## src/sorted_key_table_insert_defines.svh

```systemverilog
// Assertion macros used by the sorted key table datapath module.
`ifndef SORTED_KEY_TABLE_INSERT_DEFINES_SVH
`define SORTED_KEY_TABLE_INSERT_DEFINES_SVH

`ifndef NO_ASSERTIONS
`define SKTI_ASSERT_IMPLY(label, clk, rst_n, ante, cons) \
    label: assert property (@(posedge clk) disable iff (!rst_n) (ante) |-> (cons)) \
        else $error("assertion failed");
`define SKTI_ASSERT_NEXT(label, clk, rst_n, ante, cons) \
    label: assert property (@(posedge clk) disable iff (!rst_n) (ante) |=> (cons)) \
        else $error("assertion failed");
`define SKTI_ASSERT_NEVER(label, clk, rst_n, cond) \
    label: assert property (@(posedge clk) disable iff (!rst_n) !(cond)) \
        else $error("assertion failed");
`else
`define SKTI_ASSERT_IMPLY(label, clk, rst_n, ante, cons)
`define SKTI_ASSERT_NEXT(label, clk, rst_n, ante, cons)
`define SKTI_ASSERT_NEVER(label, clk, rst_n, cond)
`endif

`endif

```

## src/skti_pkg.sv

```systemverilog
`timescale 1ns / 1ps

package skti_pkg;

    localparam int KEY_W = 32;

    localparam logic OP_INSERT = 1'b0;
    localparam logic OP_READ   = 1'b1;

    localparam logic [2:0] ST_INSERTED  = 3'd0;
    localparam logic [2:0] ST_DUPLICATE = 3'd1;
    localparam logic [2:0] ST_FULL      = 3'd2;
    localparam logic [2:0] ST_READ_OK   = 3'd3;
    localparam logic [2:0] ST_READ_OOR  = 3'd4;

    typedef struct packed {
        logic              operation;
        logic signed [31:0] key;
        logic [31:0]       name_tag;
        logic [5:0]        read_index;
    } in_item_t;

    typedef struct packed {
        logic [2:0]        status;
        logic [5:0]        position;
        logic signed [31:0] key_out;
        logic [31:0]       tag_out;
        logic [6:0]        entry_total;
    } out_item_t;

    typedef struct packed {
        logic       load;
        logic       init_search;
        logic       probe_rd;
        logic       probe_upd;
        logic       shift_init;
        logic       shift_rd;
        logic       shift_wr;
        logic       ins_wr;
        logic       rd_issue;
        logic       out_load;
        logic [2:0] res_status;
    } cmd_t;

    typedef struct packed {
        logic op_read;
        logic full;
        logic idx_ok;
        logic search_done;
        logic dup;
        logic no_shift;
        logic shift_last;
        logic out_free;
    } sts_t;

endpackage

```

## src/skti_ctrl.sv

```systemverilog
`timescale 1ns / 1ps

module skti_ctrl (
    input  logic           aclk,
    input  logic           aresetn,
    input  logic           s_valid,
    output logic           s_ready,
    input  skti_pkg::sts_t sts,
    output skti_pkg::cmd_t cmd
);

    import skti_pkg::*;

    localparam logic [2:0] S_IDLE      = 3'd0;
    localparam logic [2:0] S_DISPATCH  = 3'd1;
    localparam logic [2:0] S_PROBE_RD  = 3'd2;
    localparam logic [2:0] S_PROBE_CMP = 3'd3;
    localparam logic [2:0] S_SHIFT_RD  = 3'd4;
    localparam logic [2:0] S_SHIFT_WR  = 3'd5;
    localparam logic [2:0] S_INSERT    = 3'd6;
    localparam logic [2:0] S_RESP      = 3'd7;

    logic [2:0] state_reg, state_next;
    logic [2:0] res_reg, res_next;

    assign s_ready = (state_reg == S_IDLE);

    always_comb begin
        state_next   = state_reg;
        res_next     = res_reg;
        cmd          = '0;
        cmd.res_status = res_reg;
        case (state_reg)
            S_IDLE: begin
                if (s_valid) begin
                    cmd.load   = 1'b1;
                    state_next = S_DISPATCH;
                end
            end
            S_DISPATCH: begin
                if (sts.op_read) begin
                    if (sts.idx_ok) begin
                        cmd.rd_issue = 1'b1;
                        res_next     = ST_READ_OK;
                    end else begin
                        res_next = ST_READ_OOR;
                    end
                    state_next = S_RESP;
                end else if (sts.full) begin
                    res_next   = ST_FULL;
                    state_next = S_RESP;
                end else begin
                    cmd.init_search = 1'b1;
                    state_next      = S_PROBE_RD;
                end
            end
            S_PROBE_RD: begin
                if (sts.search_done) begin
                    if (sts.dup) begin
                        res_next   = ST_DUPLICATE;
                        state_next = S_RESP;
                    end else if (sts.no_shift) begin
                        state_next = S_INSERT;
                    end else begin
                        cmd.shift_init = 1'b1;
                        state_next     = S_SHIFT_RD;
                    end
                end else begin
                    cmd.probe_rd = 1'b1;
                    state_next   = S_PROBE_CMP;
                end
            end
            S_PROBE_CMP: begin
                cmd.probe_upd = 1'b1;
                state_next    = S_PROBE_RD;
            end
            S_SHIFT_RD: begin
                cmd.shift_rd = 1'b1;
                state_next   = S_SHIFT_WR;
            end
            S_SHIFT_WR: begin
                cmd.shift_wr = 1'b1;
                state_next   = sts.shift_last ? S_INSERT : S_SHIFT_RD;
            end
            S_INSERT: begin
                cmd.ins_wr = 1'b1;
                res_next   = ST_INSERTED;
                state_next = S_RESP;
            end
            S_RESP: begin
                if (sts.out_free) begin
                    cmd.out_load = 1'b1;
                    state_next   = S_IDLE;
                end
            end
            default: begin
                state_next = S_IDLE;
            end
        endcase
    end

    always_ff @(posedge aclk) begin
        if (!aresetn) begin
            state_reg   <= S_IDLE;
            res_reg     <= ST_INSERTED;
        end else begin
            state_reg   <= state_next;
            res_reg     <= res_next;
        end
    end

endmodule

```

## config.mk

```make
export PLATFORM = sky130hd
export DESIGN_NAME = skti_ctrl
export DESIGN_NICKNAME = d
export VERILOG_FILES = /design/src/sorted_key_table_insert_defines.svh /design/src/skti_pkg.sv /design/src/skti_ctrl.sv
export SDC_FILE = /design/constraint.sdc
export NUM_CORES = 1
export LEC_CHECK = 0
export BUFFER_PORTS_ARGS = -buffer_cell sky130_fd_sc_hd__buf_2
export CAP_MARGIN = 0
export CORE_AREA = 2 2 39 41
export DETAILED_ROUTE_END_ITERATION = 10
export DIE_AREA = 0 0 41 43
export GPL_TIMING_DRIVEN = 0
export PLACE_DENSITY = 0.69
export SYNTH_ARGS = -nofsm -noshare
export SYNTH_HDL_FRONTEND = slang
export SYNTH_SLANG_ARGS = --single-unit
```

## constraint.sdc

```tcl
create_clock -name aclk -period 4.3 [get_ports aclk]
set_clock_uncertainty 0.1 [all_clocks]
set_input_delay 0.43 -clock aclk [delete_from_list [all_inputs] [get_ports aclk]]
set_output_delay 0.43 -clock aclk [all_outputs]
set_load 0.005 [all_outputs]
```

* Word level (Yosys, flattened, before mapping)
Index checks and enable logic that the tools add are counted.
Widths: inputs -> output; s select.
** Cells by class
- Equality and inequality tests :: 12
- Muxes and demuxes :: 35
- Reduce and logical (&&, ||, !) cells :: 4
** Operators with widths (number)
- $mux 3 :: 10
- $pmux 3 s8 :: 1
- $mux 1 :: 20
- $eq 3x3->1 const B :: 4
- $pmux 3 s3 :: 1
- $ne 2x2->1 const B :: 4
- $eq 3x2->1 const B :: 2
- $mux 2 :: 3
- $reduce_and 4->1 :: 1
- $eq 3x1->1 const B :: 1
- $logic_not 3->1 :: 1
- $ne 3x3->1 const B :: 1
- $reduce_bool 3->1 :: 1
- $reduce_and 2->1 :: 1
** Word-level totals
- Flip-flop bits (word level) :: 6
- Input port bits :: 11
- Output and inout bits :: 14

* Depth between registers and ports, before layout
- Depth after elaboration :: 4
- Mapped depth :: 4
- Mapped depth without buffers :: 3

* Worst setup path after synthesis
Ideal clock, no wire load.
- Path kind :: reg-to-output
- Start :: reg state_reg[1]
- End :: out cmd[3] (netlist bit)
- Data arrival time :: 0.919 ns
- Required time :: 3.770 ns
- Slack :: 2.851 ns
- Stages on the path, launching flop included :: 4
- Buffers on the path :: 1
- Path through :: dfxtp_1 > clkbuf_1 > and3_1 > and2_1
** RTL lines
- start, declared :: line skti_ctrl.sv:23 : logic [2:0] state_reg, state_next;
- start signal, assigned :: line skti_ctrl.sv:107 : state_reg <= state_next;
- end, declared :: line skti_ctrl.sv:9 : output skti_pkg::cmd_t cmd

==> flow_metrics.tcl <==
set metrics [dict create \
    drtIter0Drc 18 \
    start_util 0.332 \
    syn_nets 71 \
    critical_path_class "flop to output pin" \
    num_rows 14 \
    clkLatencyLatePin_ns 0.24 \
    fin_nets 100 \
    vias 530 \
    hold_depth 2 \
    grt.total_usage 0.156 \
    hold_class "flop to flop" \
    cts_tree "yes" \
    ctsHoldBuffers 0 \
    fin_crit_sh 0.450 \
    power_density_nw_per_um2 619 \
    max_stage_delay_ns 0.36 \
    hold_viol_final 0 \
    die_width_um 41 \
    synthFlopType "dfxtp_1" \
    vdd_drop_max_uv 248 \
    routed_wl_mm 1.21 \
    io_pins 25 \
    rsz0062_at_grt "no" \
    dpl.hpwl_um 940 \
    seqCellArea_um2 120 \
    n_antenna_cell 0 \
    async_flop_share 0 \
    multi_input_area_um2 307 \
    synth_edf_count 0 \
    synth_cell_types 28 \
    avgSynthCellArea_um2 7.65 \
    grt_overflow 0 \
    synth_seq_cells 6 \
    cts_sinks 6 \
    htreeDepth 1 \
    drc 0 \
    power.total_mw 0.385 \
    reg2reg_slack_ns 2.85 \
    critPathCaptureType "output pin" \
    coreArea_um2 1380 \
    io_buffers 24 \
    wl_per_cell_um 11.7 \
    path_cells "clkbuf_1 -> and3_1 -> and2_1 -> buf_2" \
    cts.repair.resized 0 \
    period_needed_ns 1.94 \
    grt_max_degree 11 \
    syn_inst 60 \
    setup_viol 0 \
    cts-buffers-inserted 3 \
    routabilityCongestion 0.747 \
    setup_ws_ns 2.36 \
    die_area_um2 1760 \
    dr.pass1.iters 4 \
    ys.warnings.count 0 \
    maxSlewHeadroom 0.756 \
    cap_violations 0 \
    n_fill_cell 154 \
    grt_pass1_wl_mm 1.86 \
    post_dp_cell_area_um2 599 \
    clock-root-buffer "clkbuf_4" \
    r2r.worst_path.cells 3 \
    cts.path.max_buffers 2 \
    die_h_um 43 \
    post-place-ws_ns 2.64 \
    max_freq_mhz 517 \
    r2r-end "res_reg[0]$_SDFFE_PN0P_" \
    cts_setup_buffers 0 \
    reg2reg_from "state_reg[0]$_SDFFE_PN0P_" \
    hp-start "res_reg[1]$_SDFFE_PN0P_" \
    vias_per_cell 5.15 \
    final_max_slew_viol_count 0 \
    ys_seq_area_frac 0.262 \
    cp.required_ns 3.77 \
    drtAntennaViolNets 0 \
    synthToLayoutAreaGrowth_pct 35.4 \
    final_area_um2 622 \
    first_global_vias 490 \
    arrival_ns 1.41 \
    clk_pin_slew_ns 0.04 \
    status "completed" \
    critPathMaxFanout 10 \
    crit_slowest_cell "dfxtp_1" \
    tns_ns 0 \
    startpoint_type "flop" \
    drive_gt1_frac 0.379 \
    worst_slew_pin_slew_ns 0.367 \
    syn_area_um2 459 \
    antenna_found_initial 0 \
    hold_end "res_reg[1]$_SDFFE_PN0P_" \
    p_leak_nw 0.327 \
]
[logic make-up (layout without fill, tap and decap cells)]
group	count (synthesis)	count (layout)	synth area share
AO/OA/AOI/OAI	17	17	0.297
buffers and inverters	8	35	0.0708
flip-flops	6	6	0.262
multiplexers	3	3	0.0654
AND/OR/NAND/NOR	26	26	0.305
[critical path: cells and delay by family (launching register included)]
family / cells / cell delay, ns
buf+inv: 2 / 0.41
simple gates: 2 / 0.40
flops: 1 / 0.36
[metal layers]
metal / share of wire / track usage / vias to the layer above
li1: - / - / 273
met1: 0.45 / 0.187 / 230
met2: 0.46 / 0.231 / 27
met3: 0.086 / 0.0262 / 0
met4: 0 / 0.120 / 0
met5: 0 / 0 / -
[stage by stage]
| step | hold slack (ns) | instances | utilization |
|---|---|---|---|
| final | 0.350 | 103 | 0.449 |
| after global routing | 0.389 | 103 | 0.449 |
| after CTS | 0.355 | 103 | 0.449 |
| after detailed placement | 0.350 | 100 | 0.433 |
| after global placement | 0.349 | 100 | 0.433 |
| after floorplan | 0.354 | 60 | - |
[worst max path at each step]
stage	from	endpoint	slack, ns	cells after the start
detailed placement	state_reg[1]$_SDFFE_PN0P_	cmd[3]	2.64	4
finish	state_reg[1]$_SDFFE_PN0P_	cmd[3]	2.36	4
global route	state_reg[1]$_SDFFE_PN0P_	cmd[3]	2.26	4
global placement	state_reg[1]$_SDFFE_PN0P_	cmd[3]	2.64	4
floorplan	state_reg[1]$_SDFFE_PN0P_	cmd[3]	2.85	3
CTS	state_reg[1]$_SDFFE_PN0P_	cmd[3]	2.37	4
[Yosys cell counts, types with 2 or more instances]
library cell / instances / area [um2]
a21oi_1: 3 / 15.0
and2_1: 2 / 12.5
and3_1: 2 / 12.5
buf_2: 2 / 10.0
clkbuf_1: 2 / 7.51
dfxtp_1: 6 / 120
inv_1: 4 / 15.0
mux2i_1: 3 / 30.0
nand2_1: 5 / 18.8
nand2b_1: 4 / 25.0
nor2_1: 4 / 15.0
nor3_1: 4 / 20.0
o21a_1: 2 / 15.0
o21ai_0: 2 / 10.0
o21ba_2: 2 / 20.0
[area by class of cell]
type	count	area share
plain buffers	4	0.0282
clock buffers	3	0.0362
repair buffers	24	0.193
multi-input cells	46	0.493
inverters	4	0.0241
flip-flops and latches	6	0.193
well taps	16	0.0322
[power by group]
| part | switching (mW) | leakage [nW] | internal [mW] |
|---|---|---|---|
| Combinational | 0.125 | 0.263 | 0.118 |
| Sequential | 0.0140 | 0.0496 | 0.0785 |
| Clock | 0.0178 | 0.0138 | 0.0314 |
| Total | 0.157 | 0.327 | 0.228 |
[cells in the final DEF (no fill, tap or decap)]
| cell | n |
|---|---|
| o221ai_1 | 1 |
| dfxtp_1 | 6 |
| or3_1 | 1 |
| and2b_1 | 1 |
| or3b_4 | 1 |
| o22a_4 | 1 |
| a311oi_1 | 1 |
| and2_1 | 2 |
| mux2i_1 | 3 |
| nand3_1 | 1 |
| nor2_1 | 4 |
| nor3_1 | 4 |
| a22o_1 | 1 |
| nor4_1 | 1 |
| o21ai_0 | 2 |
| nand2_1 | 5 |
| o21a_1 | 2 |
| o211a_1 | 1 |
| a21oi_1 | 3 |
| nand2b_1 | 4 |
| o32ai_1 | 1 |
| clkbuf_4 | 3 |
| o21ba_2 | 2 |
| and3_1 | 2 |
| a22oi_1 | 1 |
| inv_1 | 4 |
| o22ai_1 | 1 |
| clkbuf_1 | 2 |
| buf_2 | 26 |
No activity file was read; power rests on OpenSTA's default activity.
